[src/sv/dsvd_pkg.sv]
// ----------------------------------------------------------------------------
// dsvd_pkg: shared types and constants for the DLE voice deframer
// Result transaction layout, result kinds, event numbers, control characters
// and the depth of the queue that sits between the front and the back.
// ----------------------------------------------------------------------------
`default_nettype none

package dsvd_pkg;

   // Control characters of the shielded stream
   localparam logic [7:0] CHR_DLE   = 8'h10;
   localparam logic [7:0] CHR_ETX   = 8'h03;
   localparam logic [7:0] CHR_ZERO  = 8'h30;   // '0'
   localparam logic [7:0] CHR_NINE  = 8'h39;   // '9'
   localparam logic [7:0] CHR_STAR  = 8'h2A;   // '*'
   localparam logic [7:0] CHR_HASH  = 8'h23;   // '#'
   localparam logic [7:0] CHR_UP_A  = 8'h41;   // 'A'
   localparam logic [7:0] CHR_UP_D  = 8'h44;   // 'D'
   localparam logic [7:0] CHR_UP_T  = 8'h54;   // 'T'
   localparam logic [7:0] CHR_LO_A  = 8'h61;   // 'a'
   localparam logic [7:0] CHR_LO_B  = 8'h62;   // 'b'
   localparam logic [7:0] CHR_LO_C  = 8'h63;   // 'c'
   localparam logic [7:0] CHR_LO_D  = 8'h64;   // 'd'
   localparam logic [7:0] CHR_LO_E  = 8'h65;   // 'e'
   localparam logic [7:0] CHR_LO_F  = 8'h66;   // 'f'
   localparam logic [7:0] CHR_LO_H  = 8'h68;   // 'h'
   localparam logic [7:0] CHR_LO_O  = 8'h6F;   // 'o'
   localparam logic [7:0] CHR_LO_Q  = 8'h71;   // 'q'
   localparam logic [7:0] CHR_LO_S  = 8'h73;   // 's'
   localparam logic [7:0] CHR_LO_T  = 8'h74;   // 't'
   localparam logic [7:0] CHR_LO_U  = 8'h75;   // 'u'

   // Result kinds
   typedef enum logic [1:0] {
      KIND_DATA    = 2'd0,
      KIND_EVENT   = 2'd1,
      KIND_END     = 2'd2,
      KIND_UNKNOWN = 2'd3
   } kind_type;

   // Event numbers
   typedef enum logic [3:0] {
      EV_DTMF      = 4'd0,
      EV_DATA_FAX  = 4'd1,
      EV_BUSY      = 4'd2,
      EV_FAX_CALL  = 4'd3,
      EV_DIAL      = 4'd4,
      EV_DATA_CALL = 4'd5,
      EV_ONHOOK    = 4'd6,
      EV_OFFHOOK   = 4'd7,
      EV_SILENCE   = 4'd8,
      EV_NO_ENERGY = 4'd9,
      EV_OVERRUN   = 4'd10,
      EV_UNDERRUN  = 4'd11
   } evnum_type;

   // One result transaction
   typedef struct packed {
      kind_type   kind;
      logic [7:0] value;
      evnum_type  event_code;
   } result_type;

   // Queue between front and back
   localparam int QUEUE_DEPTH = 2;
   localparam int QUEUE_IDX_W = (QUEUE_DEPTH > 1) ? $clog2(QUEUE_DEPTH) : 1;
   localparam int QUEUE_CNT_W = $clog2(QUEUE_DEPTH + 1);

endpackage

`default_nettype wire

[src/sv/dsvd_front.sv]
// ----------------------------------------------------------------------------
// dsvd_front: request acceptance and byte classification
// Holds the escape and finished flags, decodes each accepted byte and pushes
// at most one result transaction into the queue.
// ----------------------------------------------------------------------------
`default_nettype none

module dsvd_front (
   input  wire logic                clock,
   input  wire logic                reset,
   input  wire logic                req_valid,
   input  wire logic                queue_full,
   input  wire logic [7:0]          rx_byte,
   input  wire logic                restart,
   output logic                     push,
   output dsvd_pkg::result_type     push_data
);

   logic escape_ff, escape_in;
   logic finished_ff, finished_in;
   logic accept;
   logic esc_now, fin_now;
   logic emit;
   logic is_dtmf;
   logic has_event;
   dsvd_pkg::evnum_type ev_num;
   dsvd_pkg::result_type res;

   assign accept = req_valid && !queue_full;

   // DTMF character set
   assign is_dtmf = ((rx_byte >= dsvd_pkg::CHR_ZERO) && (rx_byte <= dsvd_pkg::CHR_NINE)) ||
                    (rx_byte == dsvd_pkg::CHR_STAR) || (rx_byte == dsvd_pkg::CHR_HASH) ||
                    ((rx_byte >= dsvd_pkg::CHR_UP_A) && (rx_byte <= dsvd_pkg::CHR_UP_D));

   // Numbered event lookup
   always_comb begin
      has_event = 1'b1;
      ev_num    = dsvd_pkg::EV_DTMF;
      unique case (rx_byte)
         dsvd_pkg::CHR_LO_F, dsvd_pkg::CHR_LO_A: ev_num = dsvd_pkg::EV_DATA_FAX;
         dsvd_pkg::CHR_LO_B: ev_num = dsvd_pkg::EV_BUSY;
         dsvd_pkg::CHR_LO_C: ev_num = dsvd_pkg::EV_FAX_CALL;
         dsvd_pkg::CHR_LO_D: ev_num = dsvd_pkg::EV_DIAL;
         dsvd_pkg::CHR_LO_E: ev_num = dsvd_pkg::EV_DATA_CALL;
         dsvd_pkg::CHR_LO_H: ev_num = dsvd_pkg::EV_ONHOOK;
         dsvd_pkg::CHR_LO_T: ev_num = dsvd_pkg::EV_OFFHOOK;
         dsvd_pkg::CHR_LO_Q: ev_num = dsvd_pkg::EV_SILENCE;
         dsvd_pkg::CHR_LO_S: ev_num = dsvd_pkg::EV_NO_ENERGY;
         dsvd_pkg::CHR_LO_O: ev_num = dsvd_pkg::EV_OVERRUN;
         dsvd_pkg::CHR_LO_U: ev_num = dsvd_pkg::EV_UNDERRUN;
         default:            has_event = 1'b0;
      endcase
   end

   // Flag update and result decode
   always_comb begin
      esc_now     = restart ? 1'b0 : escape_ff;
      fin_now     = restart ? 1'b0 : finished_ff;
      escape_in   = esc_now;
      finished_in = fin_now;
      emit        = 1'b0;
      res.kind       = dsvd_pkg::KIND_DATA;
      res.value      = rx_byte;
      res.event_code = dsvd_pkg::EV_DTMF;
      priority if (fin_now) begin
         // stream ended: ignore byte
         emit = 1'b0;
      end else if (!esc_now) begin
         if (rx_byte == dsvd_pkg::CHR_DLE) begin
            escape_in = 1'b1;
         end else begin
            emit = 1'b1;
         end
      end else begin
         escape_in = 1'b0;
         priority if (rx_byte == dsvd_pkg::CHR_DLE) begin
            emit = 1'b1;
         end else if (rx_byte == dsvd_pkg::CHR_ETX) begin
            emit        = 1'b1;
            finished_in = 1'b1;
            res.kind    = dsvd_pkg::KIND_END;
            res.value   = 8'h00;
         end else if (is_dtmf) begin
            emit     = 1'b1;
            res.kind = dsvd_pkg::KIND_EVENT;
         end else if (rx_byte == dsvd_pkg::CHR_UP_T) begin
            emit = 1'b0;
         end else if (has_event) begin
            emit           = 1'b1;
            res.kind       = dsvd_pkg::KIND_EVENT;
            res.value      = 8'h00;
            res.event_code = ev_num;
         end else begin
            emit     = 1'b1;
            res.kind = dsvd_pkg::KIND_UNKNOWN;
         end
      end
   end

   assign push      = accept && emit;
   assign push_data = res;

   // Flag registers
   always_ff @(posedge clock) begin
      if (reset) begin
         escape_ff   <= 1'b0;
         finished_ff <= 1'b0;
      end else if (accept) begin
         escape_ff   <= escape_in;
         finished_ff <= finished_in;
      end
   end

   // An end-of-stream result leaves the stream finished
   a_end_sets_finished: assert property (@(posedge clock) disable iff (reset)
      (push && (push_data.kind == dsvd_pkg::KIND_END)) |=> finished_ff)
      else $error("end of stream did not set finished flag");

   // A finished stream never has an escape pending
   a_fin_no_escape: assert property (@(posedge clock) disable iff (reset)
      finished_ff |-> !escape_ff)
      else $error("escape pending after end of stream");

endmodule

`default_nettype wire

[src/sv/dsvd_queue.sv]
// ----------------------------------------------------------------------------
// dsvd_queue: short result queue between front and back
// Register-based FIFO of result transactions; full is taken from the
// registered count so the front stall has no path from the back.
// ----------------------------------------------------------------------------
`default_nettype none

module dsvd_queue (
   input  wire logic                clock,
   input  wire logic                reset,
   input  wire logic                push,
   input  wire dsvd_pkg::result_type push_data,
   input  wire logic                pop,
   output dsvd_pkg::result_type     pop_data,
   output logic                     full,
   output logic                     empty
);

   localparam logic [dsvd_pkg::QUEUE_IDX_W-1:0] LAST_IDX =
      dsvd_pkg::QUEUE_IDX_W'(dsvd_pkg::QUEUE_DEPTH - 1);
   localparam logic [dsvd_pkg::QUEUE_CNT_W-1:0] FULL_CNT =
      dsvd_pkg::QUEUE_CNT_W'(dsvd_pkg::QUEUE_DEPTH);

   dsvd_pkg::result_type slot_ff [dsvd_pkg::QUEUE_DEPTH];
   logic [dsvd_pkg::QUEUE_IDX_W-1:0] wr_ptr_ff, wr_ptr_in;
   logic [dsvd_pkg::QUEUE_IDX_W-1:0] rd_ptr_ff, rd_ptr_in;
   logic [dsvd_pkg::QUEUE_CNT_W-1:0] count_ff, count_in;

   assign full     = (count_ff == FULL_CNT);
   assign empty    = (count_ff == '0);
   assign pop_data = slot_ff[rd_ptr_ff];

   // Pointer and count update
   always_comb begin
      wr_ptr_in = wr_ptr_ff;
      rd_ptr_in = rd_ptr_ff;
      count_in  = count_ff;
      if (push) begin
         wr_ptr_in = (wr_ptr_ff == LAST_IDX) ? '0 : wr_ptr_ff + 1'b1;
      end
      if (pop) begin
         rd_ptr_in = (rd_ptr_ff == LAST_IDX) ? '0 : rd_ptr_ff + 1'b1;
      end
      unique case ({push, pop})
         2'b10:   count_in = count_ff + 1'b1;
         2'b01:   count_in = count_ff - 1'b1;
         default: count_in = count_ff;
      endcase
   end

   always_ff @(posedge clock) begin
      if (reset) begin
         wr_ptr_ff <= '0;
         rd_ptr_ff <= '0;
         count_ff  <= '0;
      end else begin
         wr_ptr_ff <= wr_ptr_in;
         rd_ptr_ff <= rd_ptr_in;
         count_ff  <= count_in;
      end
   end

   // Entry storage
   always_ff @(posedge clock) begin
      if (push) begin
         slot_ff[wr_ptr_ff] <= push_data;
      end
   end

   a_no_overflow: assert property (@(posedge clock) disable iff (reset)
      push |-> (!full || pop))
      else $error("push into full queue");

   a_no_underflow: assert property (@(posedge clock) disable iff (reset)
      pop |-> !empty)
      else $error("pop from empty queue");

endmodule

`default_nettype wire

[src/sv/dsvd_back.sv]
// ----------------------------------------------------------------------------
// dsvd_back: response output register
// Pulls result transactions from the queue into the response register
// whenever that register is empty or being taken.
// ----------------------------------------------------------------------------
`default_nettype none

module dsvd_back (
   input  wire logic                clock,
   input  wire logic                reset,
   input  wire logic                queue_empty,
   input  wire dsvd_pkg::result_type queue_data,
   output logic                     pop,
   input  wire logic                rsp_stall,
   output logic                     rsp_valid,
   output logic [1:0]               rsp_kind,
   output logic [7:0]               rsp_value,
   output logic [3:0]               rsp_event_code
);

   logic                 valid_ff, valid_in;
   dsvd_pkg::result_type data_ff;

   // Load the register when it is free or draining this cycle
   assign pop      = !queue_empty && (!valid_ff || !rsp_stall);
   assign valid_in = pop || (valid_ff && rsp_stall);

   always_ff @(posedge clock) begin
      if (reset) begin
         valid_ff <= 1'b0;
      end else begin
         valid_ff <= valid_in;
      end
   end

   always_ff @(posedge clock) begin
      if (pop) begin
         data_ff <= queue_data;
      end
   end

   assign rsp_valid      = valid_ff;
   assign rsp_kind       = data_ff.kind;
   assign rsp_value      = data_ff.value;
   assign rsp_event_code = data_ff.event_code;

   a_pop_fills: assert property (@(posedge clock) disable iff (reset)
      pop |=> valid_ff)
      else $error("response register not filled after pop");

endmodule

`default_nettype wire

[src/sv/dle_shielded_voice_deframer.sv]
// ----------------------------------------------------------------------------
// dle_shielded_voice_deframer: DLE-shielded voice stream deframer
// Undoes DLE shielding of a voice modem byte stream and reports data bytes,
// DTMF and numbered events, end of stream and unknown codes.
// ----------------------------------------------------------------------------
// Usage:
//   req_* carries one received byte per transaction plus a restart bit that
//   clears the escape and finished flags before the byte is handled.
//   rsp_* carries zero or one result transaction per request: kind, value
//   and event code. Lone DLE, code 'T' and bytes after end of stream give
//   no response.
//   A result passes from the front decode into the queue, then into the
//   output register, from which it is shown on rsp_*.
//   Throughput: one request per cycle while req_stall is low; the front
//   decodes combinationally and the two-entry queue plus output register keep
//   it running while the receiver takes one response per cycle.
//   When rsp_stall is held, the output register holds its transaction, the
//   queue fills, and req_stall rises once the queue is full.
//   Reset (synchronous) clears both flags, empties the queue and drops
//   rsp_valid.
// ----------------------------------------------------------------------------
`default_nettype none

module dle_shielded_voice_deframer (
   input  wire logic       clock,
   input  wire logic       reset,
   input  wire logic       req_valid,
   output logic            req_stall,
   input  wire logic [7:0] req_rx_byte,
   input  wire logic       req_restart,
   output logic            rsp_valid,
   input  wire logic       rsp_stall,
   output logic [1:0]      rsp_kind,
   output logic [7:0]      rsp_value,
   output logic [3:0]      rsp_event_code
);

   logic                 push;
   logic                 pop;
   logic                 queue_full;
   logic                 queue_empty;
   dsvd_pkg::result_type push_data;
   dsvd_pkg::result_type pop_data;

   assign req_stall = queue_full;

   // Front: flags and decode
   dsvd_front u_front (
      .clock      (clock),
      .reset      (reset),
      .req_valid  (req_valid),
      .queue_full (queue_full),
      .rx_byte    (req_rx_byte),
      .restart    (req_restart),
      .push       (push),
      .push_data  (push_data)
   );

   // Result queue
   dsvd_queue u_queue (
      .clock     (clock),
      .reset     (reset),
      .push      (push),
      .push_data (push_data),
      .pop       (pop),
      .pop_data  (pop_data),
      .full      (queue_full),
      .empty     (queue_empty)
   );

   // Back: response register
   dsvd_back u_back (
      .clock          (clock),
      .reset          (reset),
      .queue_empty    (queue_empty),
      .queue_data     (pop_data),
      .pop            (pop),
      .rsp_stall      (rsp_stall),
      .rsp_valid      (rsp_valid),
      .rsp_kind       (rsp_kind),
      .rsp_value      (rsp_value),
      .rsp_event_code (rsp_event_code)
   );

endmodule

`default_nettype wire
[config.mk]
export PLATFORM = sky130hd
export DESIGN_NAME = dle_shielded_voice_deframer
export DESIGN_NICKNAME = d
export VERILOG_FILES = /design/src/sv/dsvd_pkg.sv /design/src/sv/dsvd_front.sv /design/src/sv/dsvd_queue.sv /design/src/sv/dsvd_back.sv /design/src/sv/dle_shielded_voice_deframer.sv
export SDC_FILE = /design/constraint.sdc
export NUM_CORES = 1
export LEC_CHECK = 0
export BUFFER_PORTS_ARGS = -buffer_cell sky130_fd_sc_hd__buf_4
export CORE_UTILIZATION = 39
export DETAILED_ROUTE_END_ITERATION = 16
export GPL_ROUTABILITY_DRIVEN = 1
export PLACE_DENSITY = 0.58
export SETUP_SLACK_MARGIN = 0.2
export SLEW_MARGIN = 20
export SYNTH_ARGS = -nofsm -noshare
export SYNTH_HDL_FRONTEND = slang
export SYNTH_SLANG_ARGS = --single-unit
[constraint.sdc]
create_clock -name clock -period 2.7 [get_ports clock]
set_clock_uncertainty 0.2 [all_clocks]
set_input_delay 0.405 -clock clock [delete_from_list [all_inputs] [get_ports clock]]
set_output_delay 0.405 -clock clock [all_outputs]
set_load 0.01 [all_outputs]
==> run metrics, run 1 <==
Skew-Pair Late Insertion Delay 290 ps; status completed; ys flop type edfxtp_1; CTS max path bufs 2; Root Driver clkbuf_8; # IOs 29; Synth Cell Area between 2000 and 2500 µm²; final non-filler cell area 2670 µm²; worst hold slack 116 ps; antenna cells 0; Synth Instances 174; Pint 1.59 mW; CTS Buf Count 5; Syn Nets around 190; worst hold path startpoint req_valid; share of flip-flops with an asynchronous set or reset 0%; Die Span X 78.5 µm; unrepaired setup endpoints after global routing no; post-cts sizing count 0; hold_buf cts 0; Crit path largest cell delay 410 ps; P&R area growth vs syn 16.8%; Clock Power Share about 23%; sw power 0.584 mW; global-route wire length before repair 6340 µm; GRT Total Usage a little over an eighth; TritonCTS clock tree yes; Via Count about 1400; core area between 5000 and 6000 µm²; top cell type's share of synthesized area between 50% and 60%; critical path type flip-flop to flip-flop; post-CTS setup buffers 0; cell types with the highest counts after synthesis edfxtp_1 (42), nor2_1 (15), mux2_2 (14); MaxCap Viol Count 0; Seq cells post-synth 49; Slew Limit Headroom between 50% and 60%; DRC violations left 0; CP max stage cell dfxtp_1; clock sink total 49; Max IR drop VDD about 0.33 mV; worst path arrival time ~2200 ps; P_leak between 0.9 and 1 nW; sw frac a little over a quarter; drt pass-1 iters 4; Reg-to-Reg Start u_queue.count_ff[0]; largest net degree at the start of global routing 20; FP Rows 27; Routed Antenna Nets 0; CP max FO 4; CTS clock-pin slew for the worst setup and hold paths approximately 80 ps; Cell Chain, Critical Path nand2b_1 -> nand3_1 -> a31oi_1 -> inv_1 -> ha_1 -> or3_1 -> a21oi_1; area leader, netlist edfxtp_1; DR WL/cell between 10 and 15 µm; Ys Warns 0; Sequential Power Share a little over 50%; initial antenna violation count 0; number of synthesized flops with an enable pin 42; layout cells sized above 1 between 30 and 40%; final worst slack around 480 ps; critical path startpoint category flip-flop; Netlist cell types 47; crit path from u_queue.count_ff[0]; Worst Hold Class input pin to flip-flop; Fin. Hold Viols 0; Gate power share between 20% and 30%; IO buf count 28; Die ar. just over 6000 µm²; H-tree depth 2; GPL Wtd Cong around 0.86; vias in the first global route 1336; WL final ~3800 µm; die height just under 80 µm; Detailed Place HPWL 2720 µm; Crit path required time 2730 ps; Congestion Overflow GR 0; # nets final 218; pwr/cell area approximately 800 nW/µm²; fmax 451 MHz; post-synthesis sequential area ratio between 60% and 70%; critical path capture point type flip-flop; First DRT Iteration DRCs between 40 and 50; fillcell total between 500 and 600; slew of the pin with the lowest slew margin ~710 ps; final period utilization slightly above 80%; initial core utilization a little over 40%; post-layout min period roughly 2200 ps; total power draw between 2 and 2.5 mW; pre-CTS setup slack between 300 and 400 ps; Synth area leaders edfxtp_1 (55%), mux2_2 (6.9%), dfxtp_1 (6.1%); Final Max Slew Viols 0; Setup violations, final 0; Final TNS setup 0 ps; Vias per Instance 5.08; syn_area_per_cell about 13 µm²; most common cell in the netlist edfxtp_1; DP Area about 2600 µm²
-- placed cells by master (no fill, tap or decap), types with 2 or more instances in the layout --
master    count
a21boi_0      2
o21ai_2       2
a32oi_1       2
xnor2_1       4
o21ai_1       2
buf_4        32
o21ai_0       5
clkbuf_8      5
nor2_1       15
dfxtp_1       7
inv_1         4
nor3_1        3
nand2b_1      2
a21oi_1       5
edfxtp_1     42
nor2b_1       9
nand2_1       9
nand3_1       2
a31oi_1       6
and2_1        5
o211ai_1      2
mux2_2       14
-- metrics by stage --
| stage | std cells | utilization [%] |
|---|---|---|
| after floorplan | 174 | - |
| after global placement | 269 | 46.0 |
| after detailed placement | 269 | 46.0 |
| after CTS | 276 | 47.8 |
| after global routing | 276 | 47.8 |
| final | 276 | 47.8 |
-- final timing paths --
kind         slack, ps             endpoint  cells after the start
max                480  u_queue.count_ff[1]                      7
min                120  u_front.finished_ff                      2
max reg2reg        480  u_queue.count_ff[1]                      7
min reg2reg        280     u_back.rsp_valid                      2
-- sequential cells by signal (all words and copies together), names as in the netlist --
signal	flops
u_back.rsp_event_code	4
u_back.rsp_kind	2
u_back.rsp_valid	1
u_back.rsp_value	8
u_front.escape_ff	1
u_front.finished_ff	1
u_queue.count_ff	2
u_queue.rd_ptr_ff	1
u_queue.slot_ff	28
u_queue.wr_ptr_ff	1
-- power groups by stage --
stage / clock network (mW) / registers [mW] / logic, mW
6_report: 0.491 / 1.12 / 0.562
5_1_grt: 0.539 / 1.14 / 0.618
4_1_cts: 0.502 / 1.13 / 0.571
3_5_place_dp: 0 / 1.15 / 0.567
3_3_place_gp: 0 / 1.14 / 0.563
2_1_floorplan: 0 / 1.15 / 0.335
-- critical path: cells and delay by family (launching register included) --
kind | cells | cell delay, ps
AND/OR/NAND/NOR | 3 | 720
AO/OA/AOI/OAI | 2 | 410
flip-flops | 1 | 410
adder cells (fa/ha/maj) | 1 | 320
buffers and inverters | 1 | 100
-- cell families (layout without fill, tap and decap cells) --
family	count (synthesis)	after routing	share of synthesized area [%]
simple gates	59	59	15.1
xor+xnor	5	5	1.92
fa+ha+maj	1	1	0.548
compound gates	32	32	10.8
mux	15	15	7.35
buf+inv	13	43	2.85
flops	49	49	61.4
-- routing by layer --
layer	part of all wire (%)	track usage (%)	vias up
li1	-	-	693
met1	45	17.2	662
met2	48	21.8	40
met3	4.0	2.79	6
met4	2.1	6.67	0
met5	0	0	-
-- cell type report --
class                      instances  area [µm²]  area share [%]
clock buffer                       5        68.8            2.58
multi-input combinational        112         816            30.6
sequential                        49        1400            52.6
clock inverter                     2        35.0            1.31
tap                               72        90.1            3.38
inverter                           4        15.0           0.563
timing repair buffer              32         240            9.01
Power figures use the tool's default switching activity.
==> run 2: changes to the inputs <==
Clock period 2.7 ns to 2.2 ns, I/O delays scaled along.
==> run 2 against run 1 <==
  * Utilization up 1.9 points
  * Sequential power up 22%
  * Total power up 23%
  * Count of clock-buffer cells in the layout unchanged
  * Via count up 3.6%
  * Clock power up 1%
  * Worst setup slack worse by 200 ps
  * Combinational power up 44%
  * Register-to-register slack worse by 200 ps
  * Final area up 4.0%
==> run metrics, run 2 (synthesized netlist as in run 1, its figures left out) <==
critical path capture point type flip-flop (unchanged); CP max stage cell dfxtp_2 (was dfxtp_1); Final Max Slew Viols 0 (unchanged); post-layout min period 1920 ps (was 2220 ps); critical path type flip-flop to flip-flop (unchanged); Worst Hold Class input pin to flip-flop (unchanged); Routed Antenna Nets 0 (unchanged); initial antenna violation count 0 (unchanged); First DRT Iteration DRCs 75 (was 41); final period utilization 87.3% (was 82.1%); status completed (unchanged); Root Driver clkbuf_8 (unchanged); critical path startpoint category flip-flop (unchanged); Vias per Instance 5.13 (was 5.08); fillcell total 496 (was 510); antenna cells 0 (unchanged); Reg2Reg Depth 8 (was 7); slew of the pin with the lowest slew margin 690 ps (was 707 ps); vias in the first global route 1332 (was 1336); # nets final 224 (was 218); CP delay by family, top simple AND/OR/NAND/NOR gates (unchanged); CTS max path bufs 2 (unchanged); GPL Wtd Cong 0.910 (was 0.860); core area 5570 µm² (unchanged); CTS clock-pin slew for the worst setup and hold paths 80 ps (about the same); Reg-to-Reg Start u_front.escape_ff (was u_queue.count_ff[0]); placed cells 275 (was 269); WL final 3990 µm (was 3770 µm); CP max FO 4 (unchanged); DRC violations left 0 (unchanged); FP Rows 27 (unchanged); CP Depth 8 (was 7); H-tree depth 2 (unchanged); post-CTS setup buffers 0 (unchanged); largest net degree at the start of global routing 18 (was 20); max FFs per register 28 (unchanged); worst path arrival time 1950 ps (was 2240 ps); Crit path required time 2230 ps (was 2730 ps); pwr/cell area 966 nW/µm² (was 817 nW/µm²); Layout Cells excl Fill 283 (was 276); CTS Buf Count 5 (unchanged); Congestion Overflow GR 0 (unchanged); hold-critical path depth 2 (unchanged); P_leak 0.966 nW (was 0.939 nW); Via Count 1452 (was 1401); MaxCap Viol Count 0 (unchanged); Util after Layout 49.8% (was 47.8%); initial core utilization 40.9% (unchanged); GRT Total Usage 13.6% (was 13.5%); Max IR drop VDD 0.557 mV (was 0.330 mV); Detailed Place HPWL 2800 µm (was 2720 µm); Final TNS setup 0 ps (unchanged); most frequent cells in the layout edfxtp_1 (42), buf_4 (36), nor2_1 (14), mux2_2 (14) (was edfxtp_1 (42), buf_4 (32), nor2_1 (15)); Die Span X 78.5 µm (unchanged); worst hold path startpoint reset (was req_valid); Skew-Pair Late Insertion Delay 300 ps (was 290 ps); worst hold slack 39.6 ps (was 116 ps); commonest non-fill, non-tap cell in the layout edfxtp_1 (unchanged); Critical R2R Capture u_queue.count_ff[1] (unchanged); Cell Chain, Critical Path nand2b_4 -> mux2i_4 -> a31oi_4 -> inv_2 -> ha_4 -> xnor2_1 -> or3_1 -> a21oi_1 (was nand2b_1 -> nand3_1 -> a31oi_1 -> inv_1 -> ha_1 -> or3_1 -> a21oi_1); Bufs and invs on worst path 1 (unchanged); Biggest register u_queue.slot_ff (unchanged); TritonCTS clock tree yes (unchanged); Worst Hold End u_front.escape_ff (was u_front.finished_ff); P&R area growth vs syn 21.5% (was 16.8%); # IOs 29 (unchanged); layout cells sized above 1 38.9% (was 32.8%); total power draw 2.68 mW (was 2.18 mW); DR WL/cell 14.1 µm (was 13.7 µm); Reg2Reg Setup Slack 280 ps (was 480 ps); global-route wire length before repair 6470 µm (was 6340 µm); Slew Limit Headroom 54.0% (was 52.8%); die height 78.5 µm (unchanged); drt pass-1 iters 4 (unchanged); Fin. Hold Viols 0 (unchanged); unrepaired setup endpoints after global routing no (unchanged); IO buf count 28 (unchanged); clock sink total 49 (unchanged); Die ar. 6160 µm² (unchanged); fmax 521 MHz (was 451 MHz); Setup violations, final 0 (unchanged); Crit path largest cell delay 380 ps (was 410 ps)
[run 2: timing repair]
item | CTS | global route
hold buffers | 0 | 0
gates resized for setup | 2 | 5
setup endpoints to repair | 1 | 1
[run 2: how the worst max path moves through the flow]
stage / endpoint / from / slack, ps
3_3_place_gp: u_queue.count_ff[1] / req_restart / 110
4_1_cts: u_queue.count_ff[1] / u_queue.count_ff[0] / 230
6_report: u_queue.count_ff[1] / u_front.escape_ff / 280
3_5_place_dp: u_queue.count_ff[1] / req_restart / 6
2_1_floorplan: u_queue.count_ff[1] / req_rx_byte[6] / 200
5_1_grt: u_queue.count_ff[1] / u_front.escape_ff / 200
[run 2: power breakdown]
group          switching (mW)  internal (mW)
sequential             0.0995           1.27
clock                   0.278          0.219
combinational           0.388          0.420
[run 2: metal layers]
metal  track usage [%]  vias to the layer above  wire [µm]
met3              3.14                        5        145
li1                  -                      708          -
met1              18.1                      707       1790
met2              22.0                       32       2010
met5                 0                        -          0
met4              4.44                        0         46
[run 2: layout make-up]
| cell class | count | area [µm²] | area share (%) |
|---|---|---|---|
| Clock inverter | 3 | 17.5 | 0.631 |
| Multi-Input combinational cell | 112 | 870 | 31.3 |
| Clock buffer | 5 | 68.8 | 2.48 |
| Tap cell | 72 | 90.1 | 3.25 |
| Inverter | 4 | 15.0 | 0.541 |
| Timing Repair Buffer | 38 | 310 | 11.2 |
| Sequential cell | 49 | 1400 | 50.6 |
[run 2: stage by stage]
step	area (µm²)	setup WS, ps
finish	2770	280
global route	2770	204
CTS	2750	225
detailed placement	2650	6.07
global placement	2650	109
floorplan	2330	201
